## config.mk

```make
export PLATFORM = sky130hd
export DESIGN_NAME = text_extent_measure_top
export DESIGN_NICKNAME = d
export VERILOG_FILES = /design/src/hw/rtl/tem_pkg.sv /design/src/hw/rtl/tem_accum.sv /design/src/hw/rtl/text_extent_measure_top.sv
export SDC_FILE = /design/constraint.sdc
export NUM_CORES = 1
export LEC_CHECK = 0
export ABC_AREA = 1
export ABC_CLOCK_PERIOD_IN_PS = 17000
export BUFFER_PORTS_ARGS = -buffer_cell sky130_fd_sc_hd__buf_4
export CAP_MARGIN = 5
export CORE_ASPECT_RATIO = 1.75
export CORE_MARGIN = 2
export CORE_UTILIZATION = 50
export CTS_CLUSTER_SIZE = 12
export DETAILED_ROUTE_END_ITERATION = 8
export PLACE_DENSITY = 0.68
export SLEW_MARGIN = 20
export SYNTH_ARGS = -nofsm -noshare
export SYNTH_HDL_FRONTEND = slang
export SYNTH_SLANG_ARGS = --single-unit
```

## constraint.sdc

```tcl
create_clock -name clock -period 17 [get_ports clock]
set_clock_uncertainty 0.05 [all_clocks]
set_input_delay 3.4 -clock clock [delete_from_list [all_inputs] [get_ports clock]]
set_output_delay 3.4 -clock clock [all_outputs]
set_load 0.03 [all_outputs]
```

## src/hw/rtl/tem_pkg.sv

```systemverilog
`default_nettype none

package tem_pkg;

   typedef enum logic [1:0] {
      KIND_GLYPH   = 2'd0,
      KIND_NEWLINE = 2'd1,
      KIND_END     = 2'd2
   } kind_type;

   localparam logic CSR_LAYOUT_MODE  = 1'b0;
   localparam logic CSR_LINE_ADVANCE = 1'b1;

   localparam logic [7:0]  LINE_ADVANCE_RESET = 8'd16;
   localparam logic [15:0] U16_MAX            = 16'hFFFF;
   localparam logic [16:0] PEN_MAX            = 17'h1FFFF;

   typedef struct packed {
      logic [1:0] kind;
      logic [7:0] advance;
      logic [7:0] left_offset;
      logic [7:0] ink_width;
      logic [7:0] ink_height;
      logic [7:0] top_offset;
   } item_type;

   typedef struct packed {
      logic       line_layout_mode;
      logic [7:0] line_advance;
   } cfg_type;

   typedef struct packed {
      logic [15:0] text_width;
      logic [15:0] text_height;
   } result_type;

endpackage

`default_nettype wire

```

## src/hw/rtl/tem_accum.sv

```systemverilog
`default_nettype none

module tem_accum
   import tem_pkg::*;
(
   input  wire logic       clock,
   input  wire logic       reset,
   input  wire logic       step,
   input  wire item_type   item,
   input  wire cfg_type    cfg,
   output result_type      result
);

   logic [16:0] line_pen_ff, line_pen_in;
   logic [15:0] longest_line_ff, longest_line_in;
   logic [7:0]  max_rise_ff, max_rise_in;
   logic [8:0]  max_drop_ff, max_drop_in;
   logic [15:0] line_total_ff, line_total_in;

   logic [17:0]        pen_sum;
   logic [16:0]        pen_sat;
   logic signed [18:0] ink_right;
   logic [15:0]        ink_right_sat;
   logic signed [8:0]  rise;
   logic signed [9:0]  drop;
   logic [23:0]        lines_product;
   logic [24:0]        lines_height;
   logic [15:0]        height;

   always_comb begin
      pen_sum = {1'b0, line_pen_ff} + {10'd0, item.advance};
      pen_sat = pen_sum[17] ? PEN_MAX : pen_sum[16:0];

      // The line reaches the right edge of the ink, which may overhang the pen.
      ink_right = $signed({2'b00, pen_sat})
                + $signed({{11{item.left_offset[7]}}, item.left_offset})
                + $signed({11'd0, item.ink_width})
                - $signed({11'd0, item.advance});
      if (ink_right[18])
         ink_right_sat = 16'd0;
      else if (ink_right[17:16] != 2'b00)
         ink_right_sat = U16_MAX;
      else
         ink_right_sat = ink_right[15:0];

      rise = -$signed({item.top_offset[7], item.top_offset});
      drop = $signed({2'b00, item.ink_height})
           + $signed({{2{item.top_offset[7]}}, item.top_offset});

      lines_product = line_total_ff * cfg.line_advance;
      lines_height  = {1'b0, lines_product} + {16'd0, max_drop_ff};
      if (cfg.line_layout_mode)
         height = (lines_height[24:16] != 9'd0) ? U16_MAX : lines_height[15:0];
      else
         height = {8'd0, max_rise_ff} + {7'd0, max_drop_ff};

      result.text_width  = longest_line_ff;
      result.text_height = height;
   end

   always_comb begin
      line_pen_in     = line_pen_ff;
      longest_line_in = longest_line_ff;
      max_rise_in     = max_rise_ff;
      max_drop_in     = max_drop_ff;
      line_total_in   = line_total_ff;
      if (step) begin
         case (item.kind)
            KIND_GLYPH: begin
               line_pen_in = pen_sat;
               if (ink_right_sat > longest_line_ff)
                  longest_line_in = ink_right_sat;
               if (rise > $signed({1'b0, max_rise_ff}))
                  max_rise_in = rise[7:0];
               if (drop > $signed({1'b0, max_drop_ff}))
                  max_drop_in = drop[8:0];
            end
            KIND_NEWLINE: begin
               if (line_total_ff != U16_MAX)
                  line_total_in = line_total_ff + 16'd1;
               line_pen_in = 17'd0;
               max_drop_in = 9'd0;
            end
            KIND_END: begin
               line_pen_in     = 17'd0;
               longest_line_in = 16'd0;
               max_rise_in     = 8'd0;
               max_drop_in     = 9'd0;
               line_total_in   = 16'd1;
            end
            default: begin
               // An unused kind leaves the state alone.
            end
         endcase
      end
   end

   always_ff @(posedge clock) begin
      if (reset) begin
         line_pen_ff     <= 17'd0;
         longest_line_ff <= 16'd0;
         max_rise_ff     <= 8'd0;
         max_drop_ff     <= 9'd0;
         line_total_ff   <= 16'd1;
      end else begin
         line_pen_ff     <= line_pen_in;
         longest_line_ff <= longest_line_in;
         max_rise_ff     <= max_rise_in;
         max_drop_ff     <= max_drop_in;
         line_total_ff   <= line_total_in;
      end
   end

`ifndef SYNTHESIS
   a_line_total_nonzero: assert property (@(posedge clock) disable iff (reset)
      line_total_ff != 16'd0)
      else $error("line count reached zero");

   a_end_clears: assert property (@(posedge clock) disable iff (reset)
      step && item.kind == KIND_END |=>
         line_pen_ff == 17'd0 && longest_line_ff == 16'd0 && max_rise_ff == 8'd0 &&
         max_drop_ff == 9'd0 && line_total_ff == 16'd1)
      else $error("end of text did not clear the state");

   a_newline_keeps_width: assert property (@(posedge clock) disable iff (reset)
      step && item.kind == KIND_NEWLINE |=>
         line_pen_ff == 17'd0 && max_drop_ff == 9'd0 && $stable(longest_line_ff))
      else $error("newline update is wrong");
`endif

endmodule

`default_nettype wire

```

## src/hw/rtl/text_extent_measure_top.sv

```systemverilog
// Text extent measurement for a proportional font.
// Requests arrive on the req_ channel, one per character: req_tuser carries
// the kind (glyph, newline, end of text) and req_tdata the glyph metrics,
// which are ignored for newline and end requests. Each glyph moves the pen,
// widens the longest line to the right edge of its ink and widens the rise
// and drop. An end request produces one response on the rsp_ channel with
// the width and height (both saturated to 16 bits) and clears the running
// state; glyph and newline requests produce no response.
// Throughput is one request per cycle: the request register feeds one pass
// of adders, compares and a 16x8 multiply into the accumulators and the
// response register, where an end request's result is registered. When
// the receiver stalls, the held response stops the next end request in the
// request register, and the input waits behind it; glyphs and newlines
// ahead of that end request keep flowing.
// The csr_ port sets the height mode and the line advance; write it only
// while the block is idle. Synchronous reset clears the measurement, sets
// height mode 0 and a line advance of 16, and empties both registers.
`default_nettype none

module text_extent_measure_top
   import tem_pkg::*;
(
   input  wire logic        clock,
   input  wire logic        reset,
   input  wire logic        req_tvalid,
   output logic             req_tready,
   // advance, left_offset, ink_width, ink_height, top_offset (8 bits each)
   input  wire logic [39:0] req_tdata,
   // kind
   input  wire logic [1:0]  req_tuser,
   output logic             rsp_tvalid,
   input  wire logic        rsp_tready,
   // text_width [15:0], text_height [31:16]
   output logic [31:0]      rsp_tdata,
   input  wire logic        csr_we,
   input  wire logic        csr_index,
   input  wire logic [7:0]  csr_wdata
);

   logic       req_valid_ff, req_valid_in;
   item_type   req_item_ff;
   logic       rsp_valid_ff, rsp_valid_in;
   result_type rsp_data_ff;
   cfg_type    cfg_ff;
   result_type result;
   logic       out_free;
   logic       step;
   logic       req_accept;

   assign out_free   = !rsp_valid_ff || rsp_tready;
   assign step       = req_valid_ff && (req_item_ff.kind != KIND_END || out_free);
   assign req_tready = !req_valid_ff || step;
   assign req_accept = req_tvalid && req_tready;

   always_comb begin
      req_valid_in = req_accept ? 1'b1 : (step ? 1'b0 : req_valid_ff);
      if (step && req_item_ff.kind == KIND_END)
         rsp_valid_in = 1'b1;
      else if (rsp_tready)
         rsp_valid_in = 1'b0;
      else
         rsp_valid_in = rsp_valid_ff;
   end

   always_ff @(posedge clock) begin
      if (reset) begin
         req_valid_ff <= 1'b0;
         rsp_valid_ff <= 1'b0;
      end else begin
         req_valid_ff <= req_valid_in;
         rsp_valid_ff <= rsp_valid_in;
      end
   end

   always_ff @(posedge clock) begin
      if (req_accept) begin
         req_item_ff.kind        <= req_tuser;
         req_item_ff.advance     <= req_tdata[7:0];
         req_item_ff.left_offset <= req_tdata[15:8];
         req_item_ff.ink_width   <= req_tdata[23:16];
         req_item_ff.ink_height  <= req_tdata[31:24];
         req_item_ff.top_offset  <= req_tdata[39:32];
      end
      if (step && req_item_ff.kind == KIND_END)
         rsp_data_ff <= result;
   end

   always_ff @(posedge clock) begin
      if (reset) begin
         cfg_ff.line_layout_mode <= 1'b0;
         cfg_ff.line_advance     <= LINE_ADVANCE_RESET;
      end else if (csr_we) begin
         unique case (csr_index)
            CSR_LAYOUT_MODE:  cfg_ff.line_layout_mode <= csr_wdata[0];
            CSR_LINE_ADVANCE: cfg_ff.line_advance     <= csr_wdata;
            default:          cfg_ff                  <= cfg_ff;
         endcase
      end
   end

   tem_accum u_accum (
      .clock  (clock),
      .reset  (reset),
      .step   (step),
      .item   (req_item_ff),
      .cfg    (cfg_ff),
      .result (result)
   );

   assign rsp_tvalid = rsp_valid_ff;
   assign rsp_tdata  = {rsp_data_ff.text_height, rsp_data_ff.text_width};

`ifndef SYNTHESIS
   a_end_waits: assert property (@(posedge clock) disable iff (reset)
      req_valid_ff && req_item_ff.kind == KIND_END && rsp_valid_ff && !rsp_tready
         |-> !req_tready)
      else $error("end request taken while the response is stalled");

   a_end_gives_rsp: assert property (@(posedge clock) disable iff (reset)
      step && req_item_ff.kind == KIND_END |=> rsp_tvalid)
      else $error("end request produced no response");

   a_glyph_flows: assert property (@(posedge clock) disable iff (reset)
      req_valid_ff && req_item_ff.kind != KIND_END |-> req_tready)
      else $error("non-end request stalled the input");
`endif

endmodule

`default_nettype wire
```

==> impl_metrics.toml <==
[run_status]
outcome = "finished clean"

[critical_path]
critPathRequiredTime_ns = 13.55
rrSetupSlack_ns = 10.36
crit_fanout = 3
r2r_end = "u_accum.longest_line_ff[11]"
r2r_cells = 34
crit_type = "in2out"
critical_path_arrival_ns = 4.06
critPathLaunchType = "primary input"
end_kind = "output pin"
r2r-start = "req_item_ff[34]"

[synthesis]
syn_avg_cell_area_sq_um = 7.472
yosysUniqueCellTypes = 45
synth_compound_area_share_pct = 7.231
synth_top_family_by_area = "adder cells"
synthSimpleGateAreaFrac_pct = 23.78
synthAdderAreaFrac_pct = 28.07
ys.flop_type = "dfxtp_1"
syn_area_sq_um = 14970
synth_warnings = 0
synth_nets = 2327
synth_edf_count = 74
ys_ff_latch = 151
muxShareOfSynthArea_pct = 0
post_synth_inst_count = 2003
synth_xor_area_share_pct = 2.750
synthArstFlopShare_pct = 0
ys_seq_area_share_pct = 25.15

[grt]
grt_pass1_vias = 13310
top_usage_layer = "met2"
grt_pass1_wl_mm = 62.90
use_met1_pct = 22.67
grt_overflow_total = 0
gr-usage-met2_pct = 51.76
grt.total_usage_pct = 25.98
grt_max_degree = 52
antenna_found_initial = 0
use_met3_pct = 3.617

[timing]
final_hold_viol_count = 0
min_period_ns = 7.514
finalCritPeriodShare_pct = 44.20
tightestPinTransition_ns = 0.8001
maxSlewViolCount = 0
fmax_ghz = 0.1331
rsz0062_at_grt = "false"
setup_violations = 0
setup_tns_ns = 0
slew_headroom_pct = 46.58

[route]
post-route-drc-count = 0
vias_per_cell = 5.144
finalWirelength_mm = 38.27
via_count = 12610
drtIter0Drc = 590
dr.pass1.iters = 5
drtAntennaViolNets = 0
avgRoutedWirePerCell_um = 15.61

[cells_and_area]
seq_area_sq_um = 3764
multi_input_area_sq_um = 9255
antenna_cells = 0
drive_gt1_share_pct = 9.324
fillCellCount = 2820
stdcell_area_sq_um = 16480
utilization_pct = 56.07
area_growth_pct = 10.11
final_cells = 2452
fin_nets = 2381

[clock_tree]
cts.repair.resized = 0
htree_levels = 4
path_clk_slew_ns = 0.07
clock-root-buffer = "clkbuf_16"
clock_sinks = 151
cts_setup_buffers = 0
ctsHoldBuffers = 0
cts_tree = "yes"
clockBufferDepth = 2
cts_inserted_buffers = 17
clkLatencyLatePin_ns = 0.45

[place]
place.gp.congestion = 0.8905
placedCellCount = 2420
hpwl_mm = 31.59
io_buffers = 89
placed_area_sq_um = 15850

[pwr]
powerDensity_nw_per_um2 = 67.43
p_total_mw = 1.111
p_leak_nw = 8.787
ir_worst_vdd_v = 0.00007449

[floorplan]
core_area_sq_um = 29390
top_level_ports = 90
chipWidth_um = 134.8
die_h_um = 232.9
fp-row-count = 83
die_area_sq_um = 31390
initial_core_util_pct = 50.93

[min_path]
min_from = "u_accum.longest_line_ff[9]"
min_path_cells = 0
holdPathEnd = "rsp_tdata[9]"
hold_class = "reg2reg"

[job]
maxCapViolCount = 0
-- cell usage in the layout (no fill, tap or decap), types with 15 or more instances in the layout --
cell type,Yosys,routed
clkbuf_16,0,17
nor2_1,186,186
nand2_2,21,21
dfxtp_1,77,77
a31oi_1,15,15
xor2_1,27,27
inv_1,437,437
fa_1,113,113
buf_4,4,91
nand3_1,87,87
nand2_1,477,477
edfxtp_1,74,74
a21oi_1,101,101
ha_1,155,155
xnor2_1,20,20
o21ai_0,46,46
-- area by class of cell --
| class | instances | share of cell area, % |
|---|---|---|
| sequential | 151 | 22.84 |
| timing repair buffer | 91 | 4.145 |
| clock buffer | 17 | 2.581 |
| tap | 382 | 2.900 |
| multi-input combinational | 1351 | 56.16 |
| inverter | 445 | 10.14 |
| clock inverter | 15 | 1.238 |
-- kinds of logic (layout without fill, tap and decap cells) --
family	count (synthesis)	count (layout)
simple gates	844	844
buf+inv	501	568
fa+ha+maj	268	268
compound gates	192	192
flops	151	151
xor+xnor	47	47
-- cells in the mapped netlist, types with 2 or more instances --
master	number	share of area, %
o21ai_1	6	0.20
o21bai_1	3	0.15
nor2_1	186	4.7
o211ai_1	2	0.10
inv_1	437	11
nand2_2	21	0.88
fa_1	113	15
dfxtp_1	77	10
inv_2	8	0.20
nor2_4	3	0.23
a31oi_1	15	0.63
nand4_1	13	0.54
buf_4	4	0.20
a21o_1	5	0.25
xnor2_1	20	1.2
a21oi_1	101	3.4
o21a_1	2	0.10
ha_1	155	13
nand2_1	477	12
a21boi_2	2	0.15
buf_6	6	0.45
xor2_1	27	1.6
nor4_1	4	0.17
o21ai_0	46	1.5
nand3b_1	9	0.45
nor3_2	2	0.13
nand3_1	87	2.9
or2_2	10	0.42
edfxtp_1	74	15
nand3_2	7	0.47
nor3_1	14	0.47
buf_2	6	0.20
a21oi_4	2	0.22
clkbuf_1	39	0.98
nor2_2	10	0.42
-- metal layers --
| metal | vias to the layer above | routed length, um | share of wire, % |
|---|---|---|---|
| li1 | 6264 | - | - |
| met1 | 5869 | 12420 | 32 |
| met2 | 319 | 21620 | 56 |
| met3 | 161 | 1097 | 2.9 |
| met4 | 0 | 3138 | 8.2 |
| met5 | - | 0 | 0 |
-- power by group --
part	total [mW]	internal, mW	switching [mW]
logic	0.299	0.113	0.186
registers	0.412	0.395	0.0170
clock network	0.400	0.214	0.186
-- how the worst max path moves through the flow --
stage | slack [ns] | depth (start not counted) | from | end
final | 9.49 | 4 | rsp_tready | req_tready
after global routing | 9.44 | 4 | rsp_tready | req_tready
after CTS | 9.49 | 4 | rsp_tready | req_tready
after detailed placement | 9.49 | 4 | rsp_tready | req_tready
after global placement | 9.53 | 4 | rsp_tready | req_tready
after floorplan | 9.71 | 2 | rsp_tready | req_tready
-- state kept, by name (all words and copies together), names as in the netlist --
register and count:
rsp_tdata 32, req_item_ff 42, req_valid_ff 1, u_accum.max_drop_ff 9, cfg_ff 9, u_accum.longest_line_ff 16, u_accum.line_total_ff 16, u_accum.max_rise_ff 8
u_accum.line_pen_ff 17, rsp_tvalid 1
-- stage by stage --
stage | hold WS (ns) | setup WS, ns
global route | 0.3960 | 9.439
global placement | 0.3638 | 9.526
CTS | 0.3855 | 9.488
floorplan | 0.3582 | 9.714
detailed placement | 0.3651 | 9.491
finish | 0.3852 | 9.486
-- critical path, stage by stage --
cell,delay (ns)
buf_4,0.11
nor2_1,0.17
nand3_1,0.17
buf_4,0.22
(Power assumes the default switching activity.)
